===== config.mk =====
export PLATFORM = sky130hd
export DESIGN_NAME = position_ramp_track_top_flat
export DESIGN_NICKNAME = d
export VERILOG_FILES = /design/src/prt_pkg.sv /design/src/prt_if.sv /design/src/prt_ring.sv /design/src/position_ramp_track_top.sv /design/src/flat_wrapper.sv
export SDC_FILE = /design/constraint.sdc
export NUM_CORES = 2
export LEC_CHECK = 0
export ABC_AREA = 1
export CAP_MARGIN = 20
export CORE_UTILIZATION = 40
export CTS_CLUSTER_DIAMETER = 30
export DETAILED_ROUTE_END_ITERATION = 8
export DONT_BUFFER_PORTS = 1
export MAX_ROUTING_LAYER = met4
export PLACE_DENSITY_LB_ADDON = 0.05
export RECOVER_POWER = 100
export SYNTH_ARGS = -nofsm -noshare
export SYNTH_HDL_FRONTEND = slang
export SYNTH_HIERARCHICAL = 1
export SYNTH_SLANG_ARGS = --single-unit

===== constraint.sdc =====
create_clock -name clk -period 14 [get_ports clk]
set_input_delay 1.4 -clock clk [delete_from_list [all_inputs] [get_ports clk]]
set_output_delay 1.4 -clock clk [all_outputs]
set_load 0.02 [all_outputs]

===== src/prt_pkg.sv =====
// package for the position ramp track: sizes, ring entry type, status codes
// no dependencies
`default_nettype none
package prt_pkg;
  localparam int RING_DEPTH = 16;
  localparam int FRAC_BITS  = 16;
  localparam int PTR_W      = (RING_DEPTH > 1) ? $clog2(RING_DEPTH) : 1;
  localparam int CNT_W      = $clog2(RING_DEPTH + 1);
  localparam int DCNT_W     = $clog2(FRAC_BITS + 1);
  localparam int PROD_W     = 17 + FRAC_BITS + 1;

  localparam logic [1:0] ST_OK       = 2'd0;
  localparam logic [1:0] ST_OVERLAP  = 2'd1;
  localparam logic [1:0] ST_BACKWARD = 2'd2;
  localparam logic [1:0] ST_FULL     = 2'd3;

  localparam logic MODE_APPEND = 1'b0;
  localparam logic MODE_QUERY  = 1'b1;

  typedef logic [2:0][15:0] vec3_t;

  typedef struct packed {
    logic [47:0] start;
    logic [23:0] len;
    vec3_t       origin;
    vec3_t       target;
  } entry_t;
endpackage
`default_nettype wire


===== src/prt_if.sv =====
// request and response channels of the position ramp track
// depends on nothing
`default_nettype none
interface prt_req_if;
  logic               valid;
  logic               ready;
  logic               mode;
  logic        [47:0] event_sample;
  logic        [23:0] ramp_length;
  logic signed [15:0] target_x;
  logic signed [15:0] target_y;
  logic signed [15:0] target_z;
  modport source (output valid, mode, event_sample, ramp_length, target_x, target_y, target_z,
                  input ready);
  modport sink (input valid, mode, event_sample, ramp_length, target_x, target_y, target_z,
                output ready);
endinterface

interface prt_rsp_if;
  logic               valid;
  logic               ready;
  logic        [1:0]  status;
  logic signed [15:0] pos_x;
  logic signed [15:0] pos_y;
  logic signed [15:0] pos_z;
  modport source (output valid, status, pos_x, pos_y, pos_z, input ready);
  modport sink (input valid, status, pos_x, pos_y, pos_z, output ready);
endinterface
`default_nettype wire


===== src/prt_ring.sv =====
// ramp ring storage: one write port, one registered read port
// depends on prt_pkg
`default_nettype none
module prt_ring
  import prt_pkg::*;
(
  input  wire logic             clk,
  input  wire logic             we,
  input  wire logic [PTR_W-1:0] waddr,
  input  wire entry_t           wdata,
  input  wire logic [PTR_W-1:0] raddr,
  output entry_t                rdata
);
  entry_t mem [RING_DEPTH];

  always_ff @(posedge clk) begin
    if (we) begin
      mem[waddr] <= wdata;
    end
    rdata <= mem[raddr];
  end
endmodule
`default_nettype wire


===== src/position_ramp_track_top.sv =====
// position ramp track top: sequencer, shared divider step and multiplier
// depends on prt_pkg, prt_if, prt_ring
//
// usage: req carries one transaction per item (mode 0 append a ramp, mode 1
// query a sample); rsp returns one transaction per item with status and
// position. req.ready is high only while the sequencer is idle, so one item
// is in work at a time. cfg_we/cfg_index/cfg_data set the starting position
// (index 0..2 = x, y, z) and must only be written while idle.
// append reads the newest ring entry (S_ARD), checks it (S_ACHK) and loads
// the output register in S_FIN. a query checks the time (S_QCHK), then reads
// and evaluates the ring head (S_QRD, S_QEV), again for each retired ramp;
// while a ramp is in progress it then runs the restoring divider, one quotient
// bit per cycle, and the shared multiplier (a multiply and an accumulate step
// per axis). req.ready returns at the same edge that loads the result.
// reset clears the ring pointers, the last query time and the position to
// zero; ring entries need no clearing.
// a stalled receiver holds the result in the output register; a new item
// can still be accepted and is worked on, then waits to finish until the
// register is taken.
`default_nettype none
module position_ramp_track_top
  import prt_pkg::*;
(
  input  wire logic        clk,
  input  wire logic        rst,
  input  wire logic        cfg_we,
  input  wire logic [1:0]  cfg_index,
  input  wire logic [15:0] cfg_data,
  prt_req_if.sink          req,
  prt_rsp_if.source        rsp
);
  localparam logic [3:0] S_IDLE = 4'd0;
  localparam logic [3:0] S_ARD  = 4'd1;
  localparam logic [3:0] S_ACHK = 4'd2;
  localparam logic [3:0] S_QCHK = 4'd3;
  localparam logic [3:0] S_QRD  = 4'd4;
  localparam logic [3:0] S_QEV  = 4'd5;
  localparam logic [3:0] S_DIV  = 4'd6;
  localparam logic [3:0] S_MUL  = 4'd7;
  localparam logic [3:0] S_ACC  = 4'd8;
  localparam logic [3:0] S_FIN  = 4'd9;

  logic [3:0]       state;
  logic [PTR_W-1:0] ring_head;
  logic [CNT_W-1:0] ring_count;
  logic             newest_valid;
  vec3_t            last_target;
  vec3_t            held_position;
  logic [47:0]      last_query;

  logic [47:0]      t_r;
  logic [23:0]      len_r;
  vec3_t            tgt_r;

  logic [23:0]          rem;
  logic [FRAC_BITS-1:0] frac;
  logic [DCNT_W-1:0]    dcnt;
  logic [1:0]           ax;
  logic signed [PROD_W-1:0] prod;
  logic [1:0]           res_status;
  vec3_t                res_pos;

  entry_t           rd_q;
  entry_t           wdata;
  logic             we;
  logic [PTR_W-1:0] waddr;
  logic [PTR_W-1:0] rd_addr;
  logic [PTR_W-1:0] newest;
  logic [PTR_W-1:0] push_slot;
  logic [PTR_W-1:0] head_inc;
  logic [PTR_W+1:0] nsum;
  logic [PTR_W+1:0] psum;
  logic [48:0]      end49;
  logic             before_end;
  logic             before_start;
  logic             overlap;
  logic             replace;
  logic             full;
  logic [24:0]      r2;
  logic             ge;
  logic signed [16:0] diff;
  logic signed [PROD_W-1:0] mul_c;
  logic [15:0]      org_a;
  logic [15:0]      tgt_a;
  logic             rsp_free;

  prt_ring u_ring (
    .clk   (clk),
    .we    (we),
    .waddr (waddr),
    .wdata (wdata),
    .raddr (rd_addr),
    .rdata (rd_q)
  );

  always_comb begin
    nsum = (PTR_W+2)'(ring_head) + (PTR_W+2)'(ring_count) + (PTR_W+2)'(RING_DEPTH - 1);
    if (nsum >= (PTR_W+2)'(2 * RING_DEPTH)) begin
      nsum = nsum - (PTR_W+2)'(2 * RING_DEPTH);
    end else if (nsum >= (PTR_W+2)'(RING_DEPTH)) begin
      nsum = nsum - (PTR_W+2)'(RING_DEPTH);
    end
    newest = nsum[PTR_W-1:0];
    psum = (PTR_W+2)'(ring_head) + (PTR_W+2)'(ring_count);
    if (psum >= (PTR_W+2)'(RING_DEPTH)) begin
      psum = psum - (PTR_W+2)'(RING_DEPTH);
    end
    push_slot = psum[PTR_W-1:0];
    if (ring_head == PTR_W'(RING_DEPTH - 1)) begin
      head_inc = '0;
    end else begin
      head_inc = ring_head + PTR_W'(1);
    end
    rd_addr = (state == S_ARD) ? newest : ring_head;

    end49        = {1'b0, rd_q.start} + 49'(rd_q.len);
    before_end   = {1'b0, t_r} < end49;
    before_start = t_r < rd_q.start;
    overlap      = newest_valid && before_end;
    replace      = newest_valid && (t_r == rd_q.start) && (rd_q.len == '0);
    full         = ring_count == CNT_W'(RING_DEPTH);

    we    = 1'b0;
    waddr = newest;
    wdata = '{start: t_r, len: len_r, origin: last_target, target: tgt_r};
    if (state == S_ACHK && !overlap) begin
      if (replace) begin
        we    = 1'b1;
        wdata = '{start: rd_q.start, len: len_r, origin: rd_q.origin, target: tgt_r};
      end else if (!full) begin
        we    = 1'b1;
        waddr = push_slot;
      end
    end

    r2 = {rem, 1'b0};
    ge = r2 >= {1'b0, rd_q.len};

    org_a = rd_q.origin[ax];
    tgt_a = rd_q.target[ax];
    diff  = $signed({tgt_a[15], tgt_a}) - $signed({org_a[15], org_a});
    mul_c = PROD_W'(diff) * PROD_W'($signed({1'b0, frac}));

    rsp_free = !rsp.valid || rsp.ready;
  end

  assign req.ready = (state == S_IDLE);

  always_ff @(posedge clk) begin
    if (rst) begin
      state         <= S_IDLE;
      ring_head     <= '0;
      ring_count    <= '0;
      newest_valid  <= 1'b0;
      last_target   <= '0;
      held_position <= '0;
      last_query    <= '0;
      rsp.valid     <= 1'b0;
    end else begin
      if (state == S_FIN && rsp_free) begin
        rsp.valid <= 1'b1;
      end else if (rsp.ready) begin
        rsp.valid <= 1'b0;
      end
      if (cfg_we && cfg_index != 2'd3) begin
        last_target[cfg_index]   <= cfg_data;
        held_position[cfg_index] <= cfg_data;
      end
      case (state)
        S_IDLE: begin
          if (req.valid) begin
            t_r      <= req.event_sample;
            len_r    <= req.ramp_length;
            tgt_r    <= {req.target_z, req.target_y, req.target_x};
            res_pos  <= '0;
            state    <= (req.mode == MODE_QUERY) ? S_QCHK : S_ARD;
          end
        end
        S_ARD: begin
          state <= S_ACHK;
        end
        S_ACHK: begin
          if (overlap) begin
            res_status <= ST_OVERLAP;
          end else if (replace) begin
            res_status  <= ST_OK;
            last_target <= tgt_r;
          end else if (full) begin
            res_status <= ST_FULL;
          end else begin
            res_status   <= ST_OK;
            last_target  <= tgt_r;
            ring_count   <= ring_count + CNT_W'(1);
            newest_valid <= 1'b1;
          end
          state <= S_FIN;
        end
        S_QCHK: begin
          if (t_r < last_query) begin
            res_status <= ST_BACKWARD;
            state      <= S_FIN;
          end else begin
            res_status <= ST_OK;
            last_query <= t_r;
            state      <= S_QRD;
          end
        end
        S_QRD: begin
          state <= S_QEV;
        end
        S_QEV: begin
          if (ring_count == '0 || (before_end && before_start)) begin
            res_pos <= held_position;
            state   <= S_FIN;
          end else if (!before_end) begin
            held_position <= rd_q.target;
            ring_head     <= head_inc;
            ring_count    <= ring_count - CNT_W'(1);
            state         <= S_QRD;
          end else if (rd_q.len == '0) begin
            res_pos <= rd_q.target;
            state   <= S_FIN;
          end else begin
            rem   <= 24'(t_r - rd_q.start);
            frac  <= '0;
            dcnt  <= '0;
            state <= S_DIV;
          end
        end
        S_DIV: begin
          rem  <= ge ? 24'(r2 - {1'b0, rd_q.len}) : r2[23:0];
          frac <= {frac[FRAC_BITS-2:0], ge};
          dcnt <= dcnt + DCNT_W'(1);
          if (dcnt == DCNT_W'(FRAC_BITS - 1)) begin
            ax    <= 2'd0;
            state <= S_MUL;
          end
        end
        S_MUL: begin
          prod  <= mul_c;
          state <= S_ACC;
        end
        S_ACC: begin
          res_pos[ax] <= org_a + prod[FRAC_BITS +: 16];
          if (ax == 2'd2) begin
            state <= S_FIN;
          end else begin
            ax    <= ax + 2'd1;
            state <= S_MUL;
          end
        end
        S_FIN: begin
          if (rsp_free) begin
            state <= S_IDLE;
          end
        end
        default: begin
          state <= S_IDLE;
        end
      endcase
    end
  end

  always_ff @(posedge clk) begin
    if (state == S_FIN && rsp_free) begin
      rsp.status <= res_status;
      rsp.pos_x  <= res_pos[0];
      rsp.pos_y  <= res_pos[1];
      rsp.pos_z  <= res_pos[2];
    end
  end

  a_count_bound: assert property (@(posedge clk) disable iff (rst)
    ring_count <= CNT_W'(RING_DEPTH))
    else $error("ring count above depth");

  a_err_zero: assert property (@(posedge clk) disable iff (rst)
    rsp.valid && rsp.status != ST_OK |-> rsp.pos_x == '0 && rsp.pos_y == '0 && rsp.pos_z == '0)
    else $error("error transaction with nonzero position");

  a_fin_hold: assert property (@(posedge clk) disable iff (rst)
    state == S_FIN && rsp.valid && !rsp.ready |=> state == S_FIN)
    else $error("result overwrote a pending transaction");

  a_retire: assert property (@(posedge clk) disable iff (rst)
    state == S_QEV && ring_count != '0 && !before_end |=>
      ring_count == $past(ring_count) - CNT_W'(1) && state == S_QRD)
    else $error("retire did not drop one ramp");
endmodule
`default_nettype wire


===== src/flat_wrapper.sv =====
// flat-port wrapper written by rule: the top's interface ports become plain ports
module position_ramp_track_top_flat import prt_pkg::*;
  (clk, rst, cfg_we, cfg_index, cfg_data, req_valid, req_mode, req_event_sample, req_ramp_length, req_target_x, req_target_y, req_target_z, req_ready, rsp_valid, rsp_status, rsp_pos_x, rsp_pos_y, rsp_pos_z, rsp_ready);
  prt_req_if req_i ();
  prt_rsp_if rsp_i ();
  input  wire logic clk;
  input  wire logic rst;
  input  wire logic cfg_we;
  input  wire logic [1:0] cfg_index;
  input  wire logic [15:0] cfg_data;
  input wire logic [$bits(req_i.valid)-1:0] req_valid;
  input wire logic [$bits(req_i.mode)-1:0] req_mode;
  input wire logic [$bits(req_i.event_sample)-1:0] req_event_sample;
  input wire logic [$bits(req_i.ramp_length)-1:0] req_ramp_length;
  input wire logic [$bits(req_i.target_x)-1:0] req_target_x;
  input wire logic [$bits(req_i.target_y)-1:0] req_target_y;
  input wire logic [$bits(req_i.target_z)-1:0] req_target_z;
  output wire logic [$bits(req_i.ready)-1:0] req_ready;
  output wire logic [$bits(rsp_i.valid)-1:0] rsp_valid;
  output wire logic [$bits(rsp_i.status)-1:0] rsp_status;
  output wire logic [$bits(rsp_i.pos_x)-1:0] rsp_pos_x;
  output wire logic [$bits(rsp_i.pos_y)-1:0] rsp_pos_y;
  output wire logic [$bits(rsp_i.pos_z)-1:0] rsp_pos_z;
  input wire logic [$bits(rsp_i.ready)-1:0] rsp_ready;
  assign req_i.valid = req_valid;
  assign req_i.mode = req_mode;
  assign req_i.event_sample = req_event_sample;
  assign req_i.ramp_length = req_ramp_length;
  assign req_i.target_x = req_target_x;
  assign req_i.target_y = req_target_y;
  assign req_i.target_z = req_target_z;
  assign req_ready = req_i.ready;
  assign rsp_valid = rsp_i.valid;
  assign rsp_status = rsp_i.status;
  assign rsp_pos_x = rsp_i.pos_x;
  assign rsp_pos_y = rsp_i.pos_y;
  assign rsp_pos_z = rsp_i.pos_z;
  assign rsp_i.ready = rsp_ready;
  position_ramp_track_top u_core (.clk(clk), .rst(rst), .cfg_we(cfg_we), .cfg_index(cfg_index), .cfg_data(cfg_data), .req(req_i), .rsp(rsp_i));
endmodule

**After elaboration in Yosys (flattened, before gate mapping)**

Memory sizes are Yosys's and may differ from the RTL's. A register that Yosys moved wholly into a read port is not among the register bits.
Cells that the tools add are included.

- Bits in writable memories: 2688
- Logic and storage cells: 205
- Memories: 1
- Input port bits: 144
- Output and inout bits: 52
- Flip-flop bits (word level): 458

Memory list:

| name | depth | width | rd ports | clocked after memory_dff | write ports | RTL line | text |
|---|---|---|---|---|---|---|---|
| u_core.u_ring.mem | 16 | 168 | 1 | 1 | 1 | prt_ring.sv:14 | `entry_t mem [RING_DEPTH];` |

- Add/subtract/negate cells: 15
- Reductions and logical operators: 33
- Mux-type cells: 79
- Eq/ne operators: 28
- Order comparisons: 11
- Multiply operators: 1
- Bitwise operators: 7

Operators by type and width:

| cell | count |
|---|---|
| $mux 48 | 13 |
| $mux 168 | 2 |
| $bwmux 48 | 3 |
| $pmux 48 s3 | 1 |
| $mux 16 | 7 |
| $lt 48x48->1 | 2 |
| $mux 24 | 4 |
| $bmux 16 s2 | 2 |
| $demux 16 s2 | 2 |
| $mux 4 | 16 |
| $add 48x24->49 | 1 |
| $lt 48x49->1 | 1 |
| $eq 48x48->1 | 1 |
| $pmux 24 s2 | 1 |
| $sub 24x24->24 | 2 |
| $mux 5 | 8 |
| $pmux 4 s10 | 1 |
| $mul 17x17->32 | 1 |
| $pmux 16 s2 | 1 |
| $ge 25x24->1 | 1 |
| $logic_not 24->1 | 1 |
| $pmux 5 s2 | 2 |
| $ne 2x2->1 const B | 9 |
| $sub 16x16->17 | 1 |
| other kinds (37) | 91 |

**Depth between registers and ports, before layout**

- Depth after elaboration: 10
- Depth in mapped cells: 47
- Depth with buffers taken out: 45

**Hierarchy**

Netlist, hierarchy kept.

By module, submodules not included:

| module | area an instance (sq um) | sequential area each (sq um) | cells an instance | times used |
|---|---|---|---|---|
| prt_ring | 114583.6 | 84080.6 | 10192 | 1 |
| position_ramp_track_top | 38227.9 | 11681.2 | 4673 | 1 |

**Least setup slack after synthesis**

OpenSTA, ideal clock, no wires.

- Path type: input port to flip-flop
- Start: input port rst
- End: register u_core.len_r[0] (enable)
- Arrival time: 13.032 ns
- Stages on the path: 2
- Path slack: 0.075 ns
- Path buffers: 1
- Library setup time: 0.893 ns
- Data required time: 13.107 ns
- Cells stage by stage: clkbuf_1 nor4_1

- Word-level cells in the longest chain between the ends: 2

Ends and longest elaborated chain:

| element | RTL line | text |
|---|---|---|
| start, declared | flat_wrapper.sv:7 | `input wire logic rst;` |
| $not 1->1 (no source line) | -- |  |
| $reduce_and 3->1 (no source line) | -- |  |
| end signal, assigned | position_ramp_track_top.sv:173 | `len_r <= req.ramp_length;` |
| end, declared | position_ramp_track_top.sv:52 | `logic [23:0] len_r;` |

No other way between the ends.
A chain may end at the register's enable or synchronous reset.

**Final worst setup path**

- Start: register u_core.state[2]
- End: register, netlist name u_core/u_ring/rdata[57]

- Word-level cells in the longest chain between the ends: 2

Ends and longest elaborated chain:

| element | RTL line | text |
|---|---|---|
| start, declared | position_ramp_track_top.sv:43 | `logic [3:0] state;` |
| start signal, assigned | position_ramp_track_top.sv:176 | `state <= (req.mode == MODE_QUERY) ? S_QCHK : S_ARD;` |
| $eq 4x1->1 | position_ramp_track_top.sv:114 | `rd_addr = (state == S_ARD) ? newest : ring_head;` |
| $mux 4 | position_ramp_track_top.sv:114 |  |
| named net u_core.rd_addr[3] | position_ramp_track_top.sv:67 | `logic [PTR_W-1:0] rd_addr;` |

The timed path passes the listed nets, and every way through them passes these cells.

==> summary.txt <==
Synth
  – #FFs+latches synth: 3298
  – Syn_nets: around 16000
  – Ys flop type: edfxtp_1
  – Yosys Warn Count: 6
  – Mapped Cells: about 15000
  – Async SR Flop Fraction: 0%
  – Syn avg cell area: between 10 and 15 sq um
  – Seq/Total Area, Yosys: a little over three fifths
  – Post-Syn Area: 153000 sq um
  – Post-synth EDFFs: about 3000
  – Unique masters post-synth: between 60 and 70

CTS
  – CTS Sinks: about 3300
  – # resized after CTS: 0
  – H-tree depth: 6
  – Clock Latency Late Sink: about 1.1 ns
  – Root buffer cell: clkbuf_16
  – Post-CTS Setup Inserts: 0
  – Cts hold-fix bufs: 0
  – Clock-pin slew on the worst setup and hold paths: 0.05 ns
  – CTS Buf Count: 774
  – Clk buf depth: 4
  – CTS tree: yes

GRT
  – Vias in the first global route: around 100k
  – Antenna violations before repair: 47
  – Gr usage total: 26.5%
  – Global-route wire length before repair: between 700000 and 800000 um
  – Grt ovf: 0
  – Largest net degree at the start of global routing: 208

Detailed routing
  – DR iter-0 viols: 9967
  – WL/cell: between 20 and 25 um
  – Via density per instance: 5.22
  – Routed Wire Length: between 500000 and 600000 um
  – DR pass1 iterations: 8
  – Antenna-violating nets left: 0
  – Via Count: ~110k
  – DRC viols: 0

STA
  – Peak Freq: 76.4 MHz
  – Final setup viols: 0
  – Minimum clock period: about 13 ns
  – Slew @ Worst Pin: approximately 9 ns
  – Final TNS setup: 0 ns
  – Final hold viol count: 0
  – Crit share post-route: roughly 93%
  – Worst clock skew: around 0.056 ns
  – Pins over their slew limit: 3577
  – Slew HR: -507%
  – RSZ-0062 raised after global routing: false

Die
  – FP Rows: approximately 230
  – Die height: roughly 620 um
  – Core Region: approximately 380000 sq um
  – Full die area: around 380000 sq um
  – # IOs: ~200
  – Die W: 620 um
  – Initial Util: between 40% and 50%

Outcome
  – Run status: complete, but fails checks
  – Violated checks: capacitance limit, slew limit

Setup path
  – Largest fanout on the critical path: 36
  – CP Cell Sequence: nor2_1 > inv_1 > nor2_1 > clkbuf_1 > o21ai_0 > clkbuf_1 > clkbuf_1 > clkbuf_1 > clkbuf_1 > buf_4 > nand3_1 > nand2_1
  – Slowest stage delay, CP: ~2.9 ns
  – CP max-delay cell: clkbuf_1
  – Worst path top cell family by delay: buffers and inverters
  – CP bufs+invs: 7
  – Required @ worst endpoint: roughly 15 ns
  – Crit-path most repeated cell: clkbuf_1
  – CP endpoint kind: flop
  – Worst Path Arrival: 14.03 ns
  – WS Path Type: reg -> reg
  – Critical path startpoint category: flop

Final layout
  – Final Non-Filler Cells: 20805
  – Area grow syn2layout: 20.5%
  – Share of layout cells above drive strength 1: 9.82%
  – Most frequent cells in the layout: nand2_1, edfxtp_1, nand3_1, inv_1, clkbuf_16
  – Final nets: 15811
  – Most common cell after layout, fill and taps aside: nand2_1

Worst hold path
  – Hold Crit Class: in -> reg

Place
  – GPL Wtd Cong: 0.917
  – Post-DP HPWL: approximately 280000 um
  – Placed Cells: between 15000 and 20000
  – IO buf count: 0

Job
  – Max cap viols: between 100 and 150
-- path summary, 6_finish.rpt --
path / slack [ns] / end / start / depth (start not counted)
setup / recovery: 0.92 / u_core/u_ring/rdata[57] / u_core/state[2] / 12
hold / removal: 0.43 / u_core/t_r[12] / req_event_sample[12] / 0
setup reg to reg: 0.92 / u_core/u_ring/rdata[57] / u_core/state[2] / 12
hold reg to reg: 0.46 / u_core/last_query[20] / u_core/last_query[20] / 2
-- layer usage --
| layer | track usage (%) | part of all wire (%) | up-vias |
|---|---|---|---|
| met1 | 37.4 | 46 | 54104 |
| met3 | 3.56 | 6.3 | 740 |
| met2 | 40.5 | 45 | 3687 |
| met5 | - | 0 | - |
| li1 | - | - | 50073 |
| met4 | 6.61 | 2.1 | 0 |
-- cells in the mapped netlist, drive strengths merged (5+ instances only) --
cell	number	area share (%)
nand3b	6	0.029
edfxtp	2971	58
o21ai	514	1.8
a21boi	5	0.025
a31oi	49	0.20
o22ai	18	0.074
o21bai	8	0.039
a21oi	318	1.0
clkbuf	252	0.62
nor2	445	1.1
inv	1878	4.6
nor3	43	0.14
o31ai	19	0.093
fa	267	3.5
a211oi	7	0.034
nor4	15	0.061
o221ai	5	0.029
clkinv	17	0.042
o21a	16	0.079
dfxtp	327	4.3
xnor2	47	0.27
nand2	4528	11
nand4	33	0.15
o211ai	25	0.12
ha	315	2.6
a32oi	14	0.080
buf	474	1.6
xor2	94	0.54
a21o	10	0.049
nand3	2024	6.7
or2	94	0.38
-- worst reg2reg max path, cell delays in order, from the launching register on --
cell      delay (ns)
dfxtp_1         0.40
nor2_1          0.07
inv_1           0.17
nor2_1          0.12
clkbuf_1        0.31
o21ai_0         1.74
clkbuf_1        1.53
clkbuf_1        2.22
clkbuf_1        2.09
clkbuf_1        2.87
buf_4           1.05
nand3_1         0.19
nand2_1         0.24
-- cells by family after synthesis --
group | synth area share [%]
AOI/OAI and AO/OA | 3.78
xor gates and xnor gates | 0.808
adders and majority gates | 6.08
buffers and inverters | 6.90
DFF | 62.7
and+or+nand+nor | 19.8
-- metrics by stage --
stage	setup WS, ns	hold WS (ns)	util, %	instance area (sq um)
after CTS	2.77	0.342	48.7	185000
final	0.918	0.434	48.5	184000
after global routing	1.03	0.384	48.5	184000
after floorplan	0.0750	0.400	-	153000
after detailed placement	2.83	0.453	41.5	158000
after global placement	2.83	0.446	41.5	158000
-- layout make-up --
cell class | instances | area (sq um)
antenna | 21 | 52.6
clock buffer | 933 | 20700
clock inverter | 526 | 6580
fill | 34431 | 195000
inverter | 1895 | 7150
multi-input combinational | 8946 | 46400
sequential | 3298 | 95800
tap | 5016 | 6280
timing repair buffer | 170 | 1350
-- state kept, by name (all words and copies together) (netlist names), 5 cells and up --
signal / flops
u_core/t_r: 48
u_core/len_r: 24
u_core/last_query: 48
u_core/frac: 16
u_core/rem: 24
u_core/rsp.pos_y: 16
u_core/dcnt: 5
u_core/ring_count: 5
u_core/rsp.pos_x: 16
u_core/tgt_r: 48
u_core/u_ring/mem: 2688
u_core/held_position: 48
u_core/last_target: 48
u_core/u_ring/rdata: 168
u_core/rsp.pos_z: 16
u_core/prod: 16
u_core/res_pos: 48
Power is left out: the tool's default activity adds up to more than one toggle a clock period on the data nets, which glitch-free logic cannot reach.
